**src/sv/mcd_pkg.sv**
```systemverilog
// ----------------------------------------------------------------------------
// mcd_pkg
// Shared types and constants of the mask centroid and direction block.
// ----------------------------------------------------------------------------
package mcd_pkg;

	localparam int CFG_W     = 13;
	localparam int CFG_IDX_W = 1;
	localparam int PIX_W     = 8;
	localparam int OUT_W     = 12;
	localparam int DIR_W     = 2;
	localparam int RESULT_W  = 32;

	// register indexes
	localparam logic [CFG_IDX_W-1:0] REG_FRAME_WIDTH  = 1'd0;
	localparam logic [CFG_IDX_W-1:0] REG_FRAME_HEIGHT = 1'd1;

	localparam logic [CFG_W-1:0] FRAME_WIDTH_RESET  = 13'd640;
	localparam logic [CFG_W-1:0] FRAME_HEIGHT_RESET = 13'd480;

	// a pixel is set above full scale minus margin
	localparam logic [PIX_W-1:0] SET_LEVEL = PIX_W'(255 - 50);

	localparam logic [DIR_W-1:0] DIR_LEFT  = 2'd0;
	localparam logic [DIR_W-1:0] DIR_RIGHT = 2'd1;
	localparam logic [DIR_W-1:0] DIR_SAME  = 2'd2;

	// controller to datapath
	typedef struct packed {
		logic acc_en;    // pixel request accepted
		logic start;     // frame closed: load the dividers
		logic step;      // one quotient bit
		logic load_out;  // register the result
	} mcd_cmd_t;

	// datapath to controller
	typedef struct packed {
		logic frame_end; // current position is the last pixel of the frame
	} mcd_sts_t;

	// result word, last field in the lowest bits
	typedef struct packed {
		logic [RESULT_W-OUT_W-OUT_W-DIR_W-2:0] pad;
		logic                                  empty_frame;
		logic [DIR_W-1:0]                      direction;
		logic [OUT_W-1:0]                      centroid_col;
		logic [OUT_W-1:0]                      centroid_row;
	} mcd_result_t;

endpackage

```
**src/sv/mcd_ctrl.sv**
```systemverilog
// ----------------------------------------------------------------------------
// mcd_ctrl
// Sequencer: pixel intake, division steps and result hand-off.
// ----------------------------------------------------------------------------
module mcd_ctrl #(
	parameter int unsigned MAX_DIM = 4096
) (
	input  logic              clk,
	input  logic              arst_n,
	input  logic              s_axis_tvalid,
	output logic              s_axis_tready,
	output logic              m_axis_tvalid,
	input  logic              m_axis_tready,
	input  mcd_pkg::mcd_sts_t sts,
	output mcd_pkg::mcd_cmd_t cmd
);
	import mcd_pkg::*;

	localparam int POS_W  = $clog2(MAX_DIM);
	localparam int STEP_W = $clog2(POS_W + 1);
	localparam logic [STEP_W-1:0] STEP_LAST = STEP_W'(POS_W - 1);

	localparam logic [1:0] ST_IDLE = 2'd0;
	localparam logic [1:0] ST_DIV  = 2'd1;
	localparam logic [1:0] ST_WAIT = 2'd2;

	logic [1:0]        state_q, state_d;
	logic [STEP_W-1:0] step_q;
	logic              out_valid_q;
	logic              slot_free;
	logic              accept;

	// the closing pixel of a frame waits until the dividers and the result hand-off are idle
	assign s_axis_tready = (state_q == ST_IDLE) || !sts.frame_end;
	assign accept        = s_axis_tvalid && s_axis_tready;
	assign slot_free     = !out_valid_q || m_axis_tready;
	assign m_axis_tvalid = out_valid_q;

	always_comb begin
		state_d      = state_q;
		cmd.acc_en   = accept;
		cmd.start    = accept && sts.frame_end;
		cmd.step     = 1'b0;
		cmd.load_out = 1'b0;
		unique case (state_q)
			ST_IDLE: begin
				if (cmd.start) state_d = ST_DIV;
			end
			ST_DIV: begin
				cmd.step = 1'b1;
				if (step_q == STEP_LAST) state_d = ST_WAIT;
			end
			ST_WAIT: begin
				if (slot_free) begin
					cmd.load_out = 1'b1;
					state_d      = ST_IDLE;
				end
			end
			default: state_d = ST_IDLE;
		endcase
	end

	always_ff @(posedge clk or negedge arst_n) begin
		if (!arst_n) begin
			state_q     <= ST_IDLE;
			step_q      <= '0;
			out_valid_q <= 1'b0;
		end else begin
			state_q <= state_d;
			if (cmd.start) step_q <= '0;
			else if (cmd.step) step_q <= step_q + STEP_W'(1);
			if (cmd.load_out) out_valid_q <= 1'b1;
			else if (m_axis_tready) out_valid_q <= 1'b0;
		end
	end

endmodule

```
**src/sv/mcd_datapath.sv**
```systemverilog
// ----------------------------------------------------------------------------
// mcd_datapath
// Raster position, sums and count, two radix-2 dividers, result register.
// ----------------------------------------------------------------------------
module mcd_datapath #(
	parameter int unsigned MAX_DIM = 4096
) (
	input  logic                        clk,
	input  logic                        arst_n,
	input  mcd_pkg::mcd_cmd_t           cmd,
	output mcd_pkg::mcd_sts_t           sts,
	input  logic [mcd_pkg::CFG_W-1:0]   frame_width,
	input  logic [mcd_pkg::CFG_W-1:0]   frame_height,
	input  logic [mcd_pkg::PIX_W-1:0]   mask_value,
	output mcd_pkg::mcd_result_t        result
);
	import mcd_pkg::*;

	localparam int POS_W = $clog2(MAX_DIM);
	localparam int CNT_W = 2 * POS_W + 1;
	localparam int SUM_W = 3 * POS_W;
	localparam int DIM_W = (POS_W + 1 > CFG_W) ? POS_W + 1 : CFG_W;
	localparam logic [DIM_W-1:0] DIM_MAX = DIM_W'(MAX_DIM);
	localparam logic [DIM_W-1:0] DIM_ONE = DIM_W'(1);

	logic [POS_W-1:0] row_pos_q, col_pos_q, prev_col_q;
	logic [SUM_W-1:0] row_sum_q, col_sum_q, row_sum_nx, col_sum_nx;
	logic [CNT_W-1:0] set_count_q, set_count_nx;
	logic [DIM_W-1:0] w_ext, h_ext, eff_w, eff_h;
	logic             pix_set, row_end;

	// divider lanes: 0 row, 1 column
	logic [CNT_W-1:0] div_rem_q [2];
	logic [POS_W-1:0] div_lo_q  [2];
	logic [CNT_W-1:0] div_den_q;
	logic             div_empty_q;
	logic [CNT_W:0]   trial     [2];
	logic             ge        [2];
	logic [CNT_W-1:0] rem_nx    [2];
	logic [POS_W-1:0] lo_nx     [2];

	logic [OUT_W-1:0] out_row_q, out_col_q;
	logic [DIR_W-1:0] out_dir_q;
	logic             out_empty_q;

	// zero acts as one, oversize clamps to the maximum
	always_comb begin
		w_ext = DIM_W'(frame_width);
		h_ext = DIM_W'(frame_height);
		eff_w = (w_ext == '0) ? DIM_ONE : ((w_ext > DIM_MAX) ? DIM_MAX : w_ext);
		eff_h = (h_ext == '0) ? DIM_ONE : ((h_ext > DIM_MAX) ? DIM_MAX : h_ext);
	end

	assign row_end       = DIM_W'(col_pos_q) >= eff_w - DIM_ONE;
	assign sts.frame_end = row_end && (DIM_W'(row_pos_q) >= eff_h - DIM_ONE);

	assign pix_set      = mask_value > SET_LEVEL;
	assign row_sum_nx   = row_sum_q + (pix_set ? SUM_W'(row_pos_q) : '0);
	assign col_sum_nx   = col_sum_q + (pix_set ? SUM_W'(col_pos_q) : '0);
	assign set_count_nx = set_count_q + (pix_set ? CNT_W'(1) : '0);

	always_ff @(posedge clk or negedge arst_n) begin
		if (!arst_n) begin
			row_pos_q   <= '0;
			col_pos_q   <= '0;
			row_sum_q   <= '0;
			col_sum_q   <= '0;
			set_count_q <= '0;
			prev_col_q  <= '0;
		end else begin
			if (cmd.acc_en) begin
				if (sts.frame_end) begin
					row_pos_q   <= '0;
					col_pos_q   <= '0;
					row_sum_q   <= '0;
					col_sum_q   <= '0;
					set_count_q <= '0;
				end else begin
					row_sum_q   <= row_sum_nx;
					col_sum_q   <= col_sum_nx;
					set_count_q <= set_count_nx;
					if (row_end) begin
						col_pos_q <= '0;
						row_pos_q <= row_pos_q + POS_W'(1);
					end else begin
						col_pos_q <= col_pos_q + POS_W'(1);
					end
				end
			end
			if (cmd.load_out && !div_empty_q) prev_col_q <= div_lo_q[1];
		end
	end

	// The mean is below 2^POS_W, so the top part of the sum is already
	// below the count and only POS_W quotient bits are left to find.
	always_comb begin
		for (int i = 0; i < 2; i++) begin
			trial[i]  = {div_rem_q[i], div_lo_q[i][POS_W-1]};
			ge[i]     = trial[i] >= {1'b0, div_den_q};
			rem_nx[i] = ge[i] ? CNT_W'(trial[i] - {1'b0, div_den_q}) : CNT_W'(trial[i]);
			lo_nx[i]  = POS_W'({div_lo_q[i], ge[i]});
		end
	end

	always_ff @(posedge clk) begin
		if (cmd.start) begin
			div_rem_q[0] <= CNT_W'(row_sum_nx[SUM_W-1:POS_W]);
			div_rem_q[1] <= CNT_W'(col_sum_nx[SUM_W-1:POS_W]);
			div_lo_q[0]  <= row_sum_nx[POS_W-1:0];
			div_lo_q[1]  <= col_sum_nx[POS_W-1:0];
			div_den_q    <= set_count_nx;
			div_empty_q  <= (set_count_nx == '0);
		end else if (cmd.step) begin
			for (int i = 0; i < 2; i++) begin
				div_rem_q[i] <= rem_nx[i];
				div_lo_q[i]  <= lo_nx[i];
			end
		end
	end

	always_ff @(posedge clk) begin
		if (cmd.load_out) begin
			if (div_empty_q) begin
				out_row_q   <= '0;
				out_col_q   <= '0;
				out_dir_q   <= DIR_SAME;
				out_empty_q <= 1'b1;
			end else begin
				out_row_q   <= OUT_W'(div_lo_q[0]);
				out_col_q   <= OUT_W'(div_lo_q[1]);
				out_empty_q <= 1'b0;
				if (div_lo_q[1] < prev_col_q) out_dir_q <= DIR_LEFT;
				else if (div_lo_q[1] > prev_col_q) out_dir_q <= DIR_RIGHT;
				else out_dir_q <= DIR_SAME;
			end
		end
	end

	always_comb begin
		result              = '0;
		result.centroid_row = out_row_q;
		result.centroid_col = out_col_q;
		result.direction    = out_dir_q;
		result.empty_frame  = out_empty_q;
	end

endmodule

```
**src/sv/mask_centroid_direction.sv**
```systemverilog
// ----------------------------------------------------------------------------
// mask_centroid_direction
// Centroid of the set pixels of a mask frame, with direction of travel.
// ----------------------------------------------------------------------------
// Mask bytes stream in one per clock, row-major, over a frame of frame_width
// by frame_height pixels (0 acts as 1, values above MAX_DIM clamp to it);
// a byte above 205 marks a set pixel. The pixel that closes a frame hands
// the row and column sums to two radix-2 dividers that find one quotient
// bit per cycle; the result then goes to the output register once that
// register is free. Pixels of the next frame keep streaming meanwhile; only
// the next frame's closing pixel stalls if it arrives while the dividers or
// the hand-off are still busy, and the hand-off waits until the downstream
// side has taken the previous result. Each result gives the truncated mean
// row and column, a direction (left, right or same) against the column of
// the last non-empty frame, and an empty flag; an empty frame reports
// zeros, same, and leaves the kept column alone. Write configuration only
// while idle.
// ----------------------------------------------------------------------------
module mask_centroid_direction #(
	parameter int unsigned MAX_DIM = 4096
) (
	input  logic                               clk,
	input  logic                               arst_n,
	// pixel requests
	input  logic                               s_axis_tvalid,
	output logic                               s_axis_tready,
	input  logic [mcd_pkg::PIX_W-1:0]          s_axis_tdata,   // [7:0] mask_value
	// results
	output logic                               m_axis_tvalid,
	input  logic                               m_axis_tready,
	// [11:0] centroid_row, [23:12] centroid_col, [25:24] direction,
	// [26] empty_frame, [31:27] zero
	output logic [mcd_pkg::RESULT_W-1:0]       m_axis_tdata,
	// configuration writes
	input  logic                               cfg_we,
	input  logic [mcd_pkg::CFG_IDX_W-1:0]      cfg_index,
	input  logic [mcd_pkg::CFG_W-1:0]          cfg_data
);
	import mcd_pkg::*;

	logic [CFG_W-1:0] frame_width_q, frame_height_q;
	mcd_cmd_t         cmd;
	mcd_sts_t         sts;
	mcd_result_t      result;

	// register file: write-only, takes effect at once
	always_ff @(posedge clk or negedge arst_n) begin
		if (!arst_n) begin
			frame_width_q  <= FRAME_WIDTH_RESET;
			frame_height_q <= FRAME_HEIGHT_RESET;
		end else if (cfg_we) begin
			unique case (cfg_index)
				REG_FRAME_WIDTH:  frame_width_q  <= cfg_data;
				REG_FRAME_HEIGHT: frame_height_q <= cfg_data;
			endcase
		end
	end

	mcd_ctrl #(
		.MAX_DIM (MAX_DIM)
	) u_ctrl (
		.clk           (clk),
		.arst_n        (arst_n),
		.s_axis_tvalid (s_axis_tvalid),
		.s_axis_tready (s_axis_tready),
		.m_axis_tvalid (m_axis_tvalid),
		.m_axis_tready (m_axis_tready),
		.sts           (sts),
		.cmd           (cmd)
	);

	mcd_datapath #(
		.MAX_DIM (MAX_DIM)
	) u_datapath (
		.clk          (clk),
		.arst_n       (arst_n),
		.cmd          (cmd),
		.sts          (sts),
		.frame_width  (frame_width_q),
		.frame_height (frame_height_q),
		.mask_value   (s_axis_tdata),
		.result       (result)
	);

	// hold the result word until taken
	assign m_axis_tdata = result;

endmodule

```
**config.mk**
```make
export PLATFORM = sky130hd
export DESIGN_NAME = mask_centroid_direction
export DESIGN_NICKNAME = d
export VERILOG_FILES = /design/src/sv/mcd_pkg.sv /design/src/sv/mcd_ctrl.sv /design/src/sv/mcd_datapath.sv /design/src/sv/mask_centroid_direction.sv
export SDC_FILE = /design/constraint.sdc
export NUM_CORES = 1
export LEC_CHECK = 0
export ABC_CLOCK_PERIOD_IN_PS = 16800
export BUFFER_PORTS_ARGS = -buffer_cell sky130_fd_sc_hd__buf_2
export CORE_UTILIZATION = 30
export DETAILED_ROUTE_END_ITERATION = 6
export HOLD_SLACK_MARGIN = 0.08
export PLACE_DENSITY = 0.49
export SYNTH_ARGS = -nofsm -noshare
export SYNTH_HDL_FRONTEND = slang
export SYNTH_SLANG_ARGS = --single-unit
export TNS_END_PERCENT = 1
```
**constraint.sdc**
```tcl
create_clock -name clk -period 16.8 [get_ports clk]
set_input_delay 2.52 -clock clk [delete_from_list [all_inputs] [get_ports clk]]
set_output_delay 2.52 -clock clk [all_outputs]
set_load 0.01 [all_outputs]
```
Word level (Yosys, flattened, before mapping)
Memories as Yosys holds them, arrays and structs flattened.
Cells that the tools add are included.
{"block": "classes", "n_lt_le_gt_ge": 9, "addsub": 10, "muxes": 39, "bitwise": 5, "n_eq_ne": 6, "n_reduce_logical": 21}
{"cell": "$mux W25", "count": 5}
{"cell": "$mux W12", "count": 8}
{"cell": "$add A36 B36 Y36", "count": 2}
{"cell": "$mux W36", "count": 2}
{"cell": "$ge A26 B25 Y1", "count": 2}
{"cell": "$mux W13", "count": 4}
{"cell": "$sub A25 B25 Y25", "count": 2}
{"cell": "$ge A12 B13 Y1", "count": 2}
{"cell": "$gt A13 B13 Y1 const B", "count": 2}
{"cell": "$logic_not A13 Y1", "count": 2}
{"cell": "$sub A13 B1 Y13 const B", "count": 2}
{"cell": "$add A25 B25 Y25", "count": 1}
{"cell": "$logic_not A25 Y1", "count": 1}
{"cell": "$add A12 B1 Y12 const B", "count": 2}
{"cell": "$gt A12 B12 Y1", "count": 1}
{"cell": "$lt A12 B12 Y1", "count": 1}
{"cell": "$mux W1", "count": 12}
{"cell": "$mux W2", "count": 5}
{"cell": "$gt A8 B8 Y1 const B", "count": 1}
{"cell": "$mux W4", "count": 2}
{"cell": "$pmux W2 S3", "count": 1}
{"cell": "$reduce_and A2 Y1", "count": 3}
{"cell": "$reduce_bool A2 Y1", "count": 3}
{"cell": "$add A4 B1 Y4 const B", "count": 1}
{"cell": "other kinds (13)", "count": 23}
{"block": "word_totals", "regBits": 219, "input_bits": 27, "mem_count": 2, "ram_bits": 74, "word_cells": 110}
{"memory": "u_datapath.div_rem_q", "words": 2, "word_bits": 25, "rd": 2, "rd_ports_with_merged_regs": 0, "wr": 2, "line_no": "mcd_datapath.sv:33", "rtl": "logic [CNT_W-1:0] div_rem_q [2];"}
{"memory": "u_datapath.div_lo_q", "words": 2, "word_bits": 12, "rd": 2, "rd_ports_with_merged_regs": 0, "wr": 2, "line_no": "mcd_datapath.sv:34", "rtl": "logic [POS_W-1:0] div_lo_q [2];"}

Logic depth before layout (Yosys ltp)
{"block": "depth", "word_depth": 13, "mapped_depth": 21, "depth_no_buf": 19}

By module
From an unflattened synthesis, not the netlist that was laid out.
{"block": "unflattened", "hier_cells": 2008, "hier_area_um2": 19209.7}
{"module": "mcd_datapath", "area_each_um2": 17795.8, "cells_each": 1918, "n_inst": 1, "seq_area_each_um2": 7141.8}
{"module": "mask_centroid_direction", "area_each_um2": 1031.0, "cells_each": 56, "n_inst": 1, "seq_area_each_um2": 658.1}
{"module": "mcd_ctrl", "area_each_um2": 382.9, "cells_each": 34, "n_inst": 1, "seq_area_each_um2": 175.2}

Worst setup path before layout
No wires, ideal clock.
{"block": "synth_path", "kind": "reg-to-output", "from": "register frame_width_q[6]", "to": "output s_axis_tready", "stages_incl_launch_ff": 15, "required_ns": 14.280, "arrival_ns": 3.694, "slack_ns": 10.586, "cell_sequence": "dfrtp_1 > or4_4 > or3_1 > nor3_1 > o21ai_0 > ha_1 > o21ai_1 > o311ai_0 > o21a_1 > ha_1 > nand3_1 > or4_1 > a31o_4 > nor2_1 > nand2_1"}
{"block": "synth_via", "elab_chain_cells": 8, "elab_cells_between_ends": 9}
{"item": "start, declared", "line_no": "mask_centroid_direction.sv:41", "rtl": "logic [CFG_W-1:0] frame_width_q, frame_height_q;"}
{"item": "start signal, assigned", "line_no": "mask_centroid_direction.sv:53", "rtl": "REG_FRAME_WIDTH: frame_width_q <= cfg_data;"}
{"item": "$gt A13 B13 Y1", "line_no": "mcd_datapath.sv:50", "rtl": "eff_w = (w_ext == '0) ? DIM_ONE : ((w_ext > DIM_MAX) ? DIM_MAX : w_ext);"}
{"item": "$mux W13", "line_no": "mcd_datapath.sv:50"}
{"item": "$mux W13 *", "line_no": "mcd_datapath.sv:50"}
{"item": "$sub A13 B1 Y13 *", "line_no": "mcd_datapath.sv:54", "rtl": "assign row_end = DIM_W'(col_pos_q) >= eff_w - DIM_ONE;"}
{"item": "$ge A12 B13 Y1 *", "line_no": "mcd_datapath.sv:54"}
{"item": "$logic_and A1 B1 Y1 *", "line_no": "mcd_datapath.sv:55", "rtl": "assign sts.frame_end = row_end && (DIM_W'(row_pos_q) >= eff_h - DIM_ONE);"}
{"item": "$logic_not A1 Y1 *", "line_no": "mcd_ctrl.sv:34", "rtl": "assign s_axis_tready = (state_q == ST_IDLE) || !sts.frame_end;"}
{"item": "$logic_or A1 B1 Y1 *", "line_no": "mcd_ctrl.sv:34"}
{"item": "end, declared", "line_no": "mask_centroid_direction.sv:26", "rtl": "output logic s_axis_tready,"}
Mark *: on every way between the ends. The rest lies on a longest branch, timed or not.

Worst setup path in the final report
{"block": "layout_path", "from": "register frame_height_q[3]", "to": "output s_axis_tready"}
{"block": "layout_via", "elab_chain_cells": 8, "elab_cells_between_ends": 9}
{"item": "start, declared", "line_no": "mask_centroid_direction.sv:41"}
{"item": "start signal, assigned", "line_no": "mask_centroid_direction.sv:54", "rtl": "REG_FRAME_HEIGHT: frame_height_q <= cfg_data;"}
{"item": "$gt A13 B13 Y1", "line_no": "mcd_datapath.sv:51", "rtl": "eff_h = (h_ext == '0) ? DIM_ONE : ((h_ext > DIM_MAX) ? DIM_MAX : h_ext);"}
{"item": "$mux W13", "line_no": "mcd_datapath.sv:51"}
{"item": "$mux W13 *", "line_no": "mcd_datapath.sv:51"}
{"item": "$sub A13 B1 Y13 *", "line_no": "mcd_datapath.sv:55"}
{"item": "$ge A12 B13 Y1 *", "line_no": "mcd_datapath.sv:55"}
{"item": "$logic_and A1 B1 Y1 *", "line_no": "mcd_datapath.sv:55"}
{"item": "$logic_not A1 Y1 *", "line_no": "mcd_ctrl.sv:34"}
{"item": "$logic_or A1 B1 Y1 *", "line_no": "mcd_ctrl.sv:34"}
Marked as above.

==> key figures <==
Outcome
  • Outcome: complete, no violations

Hold path
  • Hold_sp: u_ctrl.step_q[3]$_DFFE_PN0P_
  • Worst min path class: reg2reg

Place
  • DP HPWL: 37,400 um
  • Final GP Congestion: 0.817
  • IO buf count: 54

Clock network
  • Clk pin slew, worst setup/hold paths: 0.06 ns
  • Clock Path Buffers: 3
  • CTS tree: yes
  • Clock root cell: clkbuf_16
  • Worst skew pair latency: roughly 0.57 ns
  • CTS Buf Count: 37
  • Post-CTS Repair Setup Buffers: 0
  • Post-cts resize count: 0
  • Post-CTS Hold Fix Bufs: 0
  • H-tree Lvls: 2
  • Clock sinks: 293

Finish
  • # nets final: 2,198
  • Most common cell after layout, fill and taps aside: nand2_1
  • Most frequent cells in the layout: 202 x nand2_1, 160 x dfrtp_1, 143 x o21ai_0
  • Syn-to-layout area delta: 12.6%
  • Sequential cell area: 7980 um2
  • Area of the multi-input gates: around 11,000 um2
  • N_diodes: 0
  • # fillers: 6,525
  • Share of layout cells above drive strength 1: 9.43%

Drt
  • Drt wl/cell: 18.0 um
  • Total Wirelength: 52,700 um
  • Starting DRT DRC Count: 900
  • Antenna viol nets, final: 0
  • DRC: 0
  • First-pass DRT Iterations: 5
  • Avg Vias per Cell: 5.20
  • Total number of vias: 15,200

Timing
  • Final Slew Violations: 0
  • F_max: 126 MHz
  • Period utilisation layout: 47.1%
  • Setup violators final: 0
  • Worst Clk Skew: 0.0283 ns
  • Sum of negative setup slack: 0 ns
  • Slew HR: 23.2%
  • Hold Fails Final Rpt: 0
  • Worst-Margin Slew: 1.15 ns
  • Min Tclk post-route: slightly below 8 ns
  • RSZ-0062 raised after global routing: false

Synth
  • Area contributors post-synth: dfrtp_1 21%, edfxtp_1 20%, ha_1 7.6%
  • Synth warn: 0
  • Post-Synthesis Cells: between 2,000 and 2,500
  • Fraction of registers with async set/reset: a little under three fifths
  • Distinct cells, synth: 83
  • EDFF count, synth: approximately 130
  • Sequential share of the synthesized area: 41.7%
  • Post-Syn Area: between 15,000 and 20,000 um2
  • Yosys reg bits: 293
  • Area leader, netlist: dfrtp_1
  • Predominant post-synthesis flop cell: dfrtp_1
  • Proportion of netlist area held by the largest area contributor: 20.9%
  • Avg Cell Area, Syn: approximately 9.5 um2

GRT
  • GR Util All Layers: 16.5%
  • Global route overflow: 0
  • First-pass GRT wire length: 84,700 um
  • Pin count of the biggest net entering global routing: 78
  • Vias in the first global route: ~15,000
  • Initial antenna violation count: 1

Floorplan
  • Die Y: ~250 um
  • Die span in x: 255 um
  • Die area: 64,800 um2
  • Number of placement rows: a little over 90
  • Number of primary I/O pins: 61
  • Initial Utilization: 30.3%
  • Core Area: 63,100 um2

Critical path
  • Critical path peak fanout: 7
  • Critical R2R Launch: frame_height_q[3]$_DFFE_PN0P_
  • Critical path capture point type: output pin
  • CP Class: reg2out
  • Critical Path AT: roughly 5.4 ns
  • Crit path from: frame_height_q[3]$_DFFE_PN0P_
  • Crit path required time: 14.28 ns
  • CP startpoint kind: flip-flop

Flow run
  • MaxCap Viol Count: 0

Pwr
  • PwrDens: 87.6 nW/um2
  • Peak VDD IR: about 56 uV
  • Combinational group share of total power: 12.3%
  • Switching pwr: 515 uW
  • Pleak: 9.37 nW
  • Sequential share of power: 43.8%
  • Int Power: around 1.4 mW
  • Switching part of the total: 27.3%
  • Clock share of power: 43.9%
  • Design Power: 1.89 mW
## layout make-up
type | count | area share [%]
clock inverters | 22 | 1.14
multi-input cells | 1554 | 48.9
repair buffers | 69 | 1.80
well taps | 846 | 4.91
flip-flops and latches | 293 | 37.0
inverters | 95 | 1.65
clock buffers | 46 | 4.64
## metal layers
metal	wire [um]	part of all wire (%)	global-route usage (%)
met1	25700	49	23.0
met4	1310	2.5	5.01
met5	13	0.025	0
met3	1780	3.4	2.12
met2	24000	45	26.5
## flip-flops by register name, summed over array words and instances (netlist names), 4 cells and up
register,flops
u_datapath.col_pos_q,12
u_datapath.div_rem_q,50
frame_height_q,13
u_datapath.div_den_q,25
u_datapath.prev_col_q,12
frame_width_q,13
u_datapath.out_col_q,12
u_datapath.set_count_q,25
u_datapath.row_sum_q,36
u_datapath.div_lo_q,24
u_datapath.out_row_q,12
u_datapath.col_sum_q,36
u_datapath.row_pos_q,12
u_ctrl.step_q,4
## worst max-delay path, stage by stage, from the launching register on
cell and delay (ns):
dfrtp_1 0.46, nor4_1 0.65, nor4b_2 0.48, and2_1 0.21
o21ai_0 0.12, ha_1 0.31, o21ai_0 0.18, nor4_1 0.10
xnor2_1 0.15, a21o_1 0.20, ha_1 0.29, a22oi_1 0.18
nand2_1 0.09, or3_1 0.40, o211ai_2 0.49, nor2_1 0.24
nand2_1 0.12, buf_2 0.17
## synth_stat cells, drive strengths merged (19+ instances only)
cell type / instances
nand2: 203
dfrtp: 160
o21ai: 152
edfxtp: 127
a21oi: 117
ha: 117
nor2: 95
inv: 94
xnor2: 68
nand3: 62
nor3: 59
xor2: 56
nor2b: 53
clkbuf: 51
a21o: 48
and3: 45
mux2i: 42
a22o: 39
and2: 36
buf: 36
a211oi: 32
mux2: 29
o21a: 27
or3: 27
nand4: 26
nand2b: 25
a31oi: 19
## logic make-up after synthesis
| family | synth area share (%) |
|---|---|
| other | 0.0196 |
| AOI/OAI and AO/OA | 18.3 |
| xor gates and xnor gates | 5.67 |
| DFF | 41.7 |
| adders and majority gates | 8.07 |
| muxes | 3.90 |
| and+or+nand+nor | 18.6 |
| buffers and inverters | 3.84 |
## power by group through the flow
stage               combinational (mW)  clock [mW]  sequential (mW)
finish                           0.232       0.828            0.828
global route                     0.264       0.878            0.832
CTS                              0.235       0.849            0.827
detailed placement               0.234           0            0.840
global placement                 0.227           0            0.839
floorplan                        0.169           0            0.822
## final timing paths
path	to	slack (ns)	depth (start not counted)
min reg2reg	u_ctrl.step_q[3]$_DFFE_PN0P_	0.47	1
max reg2reg	u_datapath.div_rem_q[0][34]$_DFFE_PP_	10.82	18
min in group asynchronous	u_datapath.row_sum_q[35]$_DFFE_PN0P_	1.90	1
max in group asynchronous	frame_width_q[1]$_DFFE_PN0P_	13.59	2
min	u_ctrl.step_q[3]$_DFFE_PN0P_	0.47	1
max	s_axis_tready	8.88	17
## stage by stage
stage / setup WS, ns / std cells / instance area, um2 / hold slack [ns] / util [%]
after global routing: 8.67 / 2925 / 21600 / 0.495 / 34.2
after CTS: 8.91 / 2925 / 21600 / 0.466 / 34.2
after floorplan: 10.59 / 2029 / 19200 / 0.443 / -
after global placement: 9.53 / 2857 / 20300 / 0.453 / 32.2
after detailed placement: 9.49 / 2857 / 20300 / 0.458 / 32.2
final: 8.88 / 2925 / 21600 / 0.465 / 34.2
No activity file was read; power rests on OpenSTA's default activity.
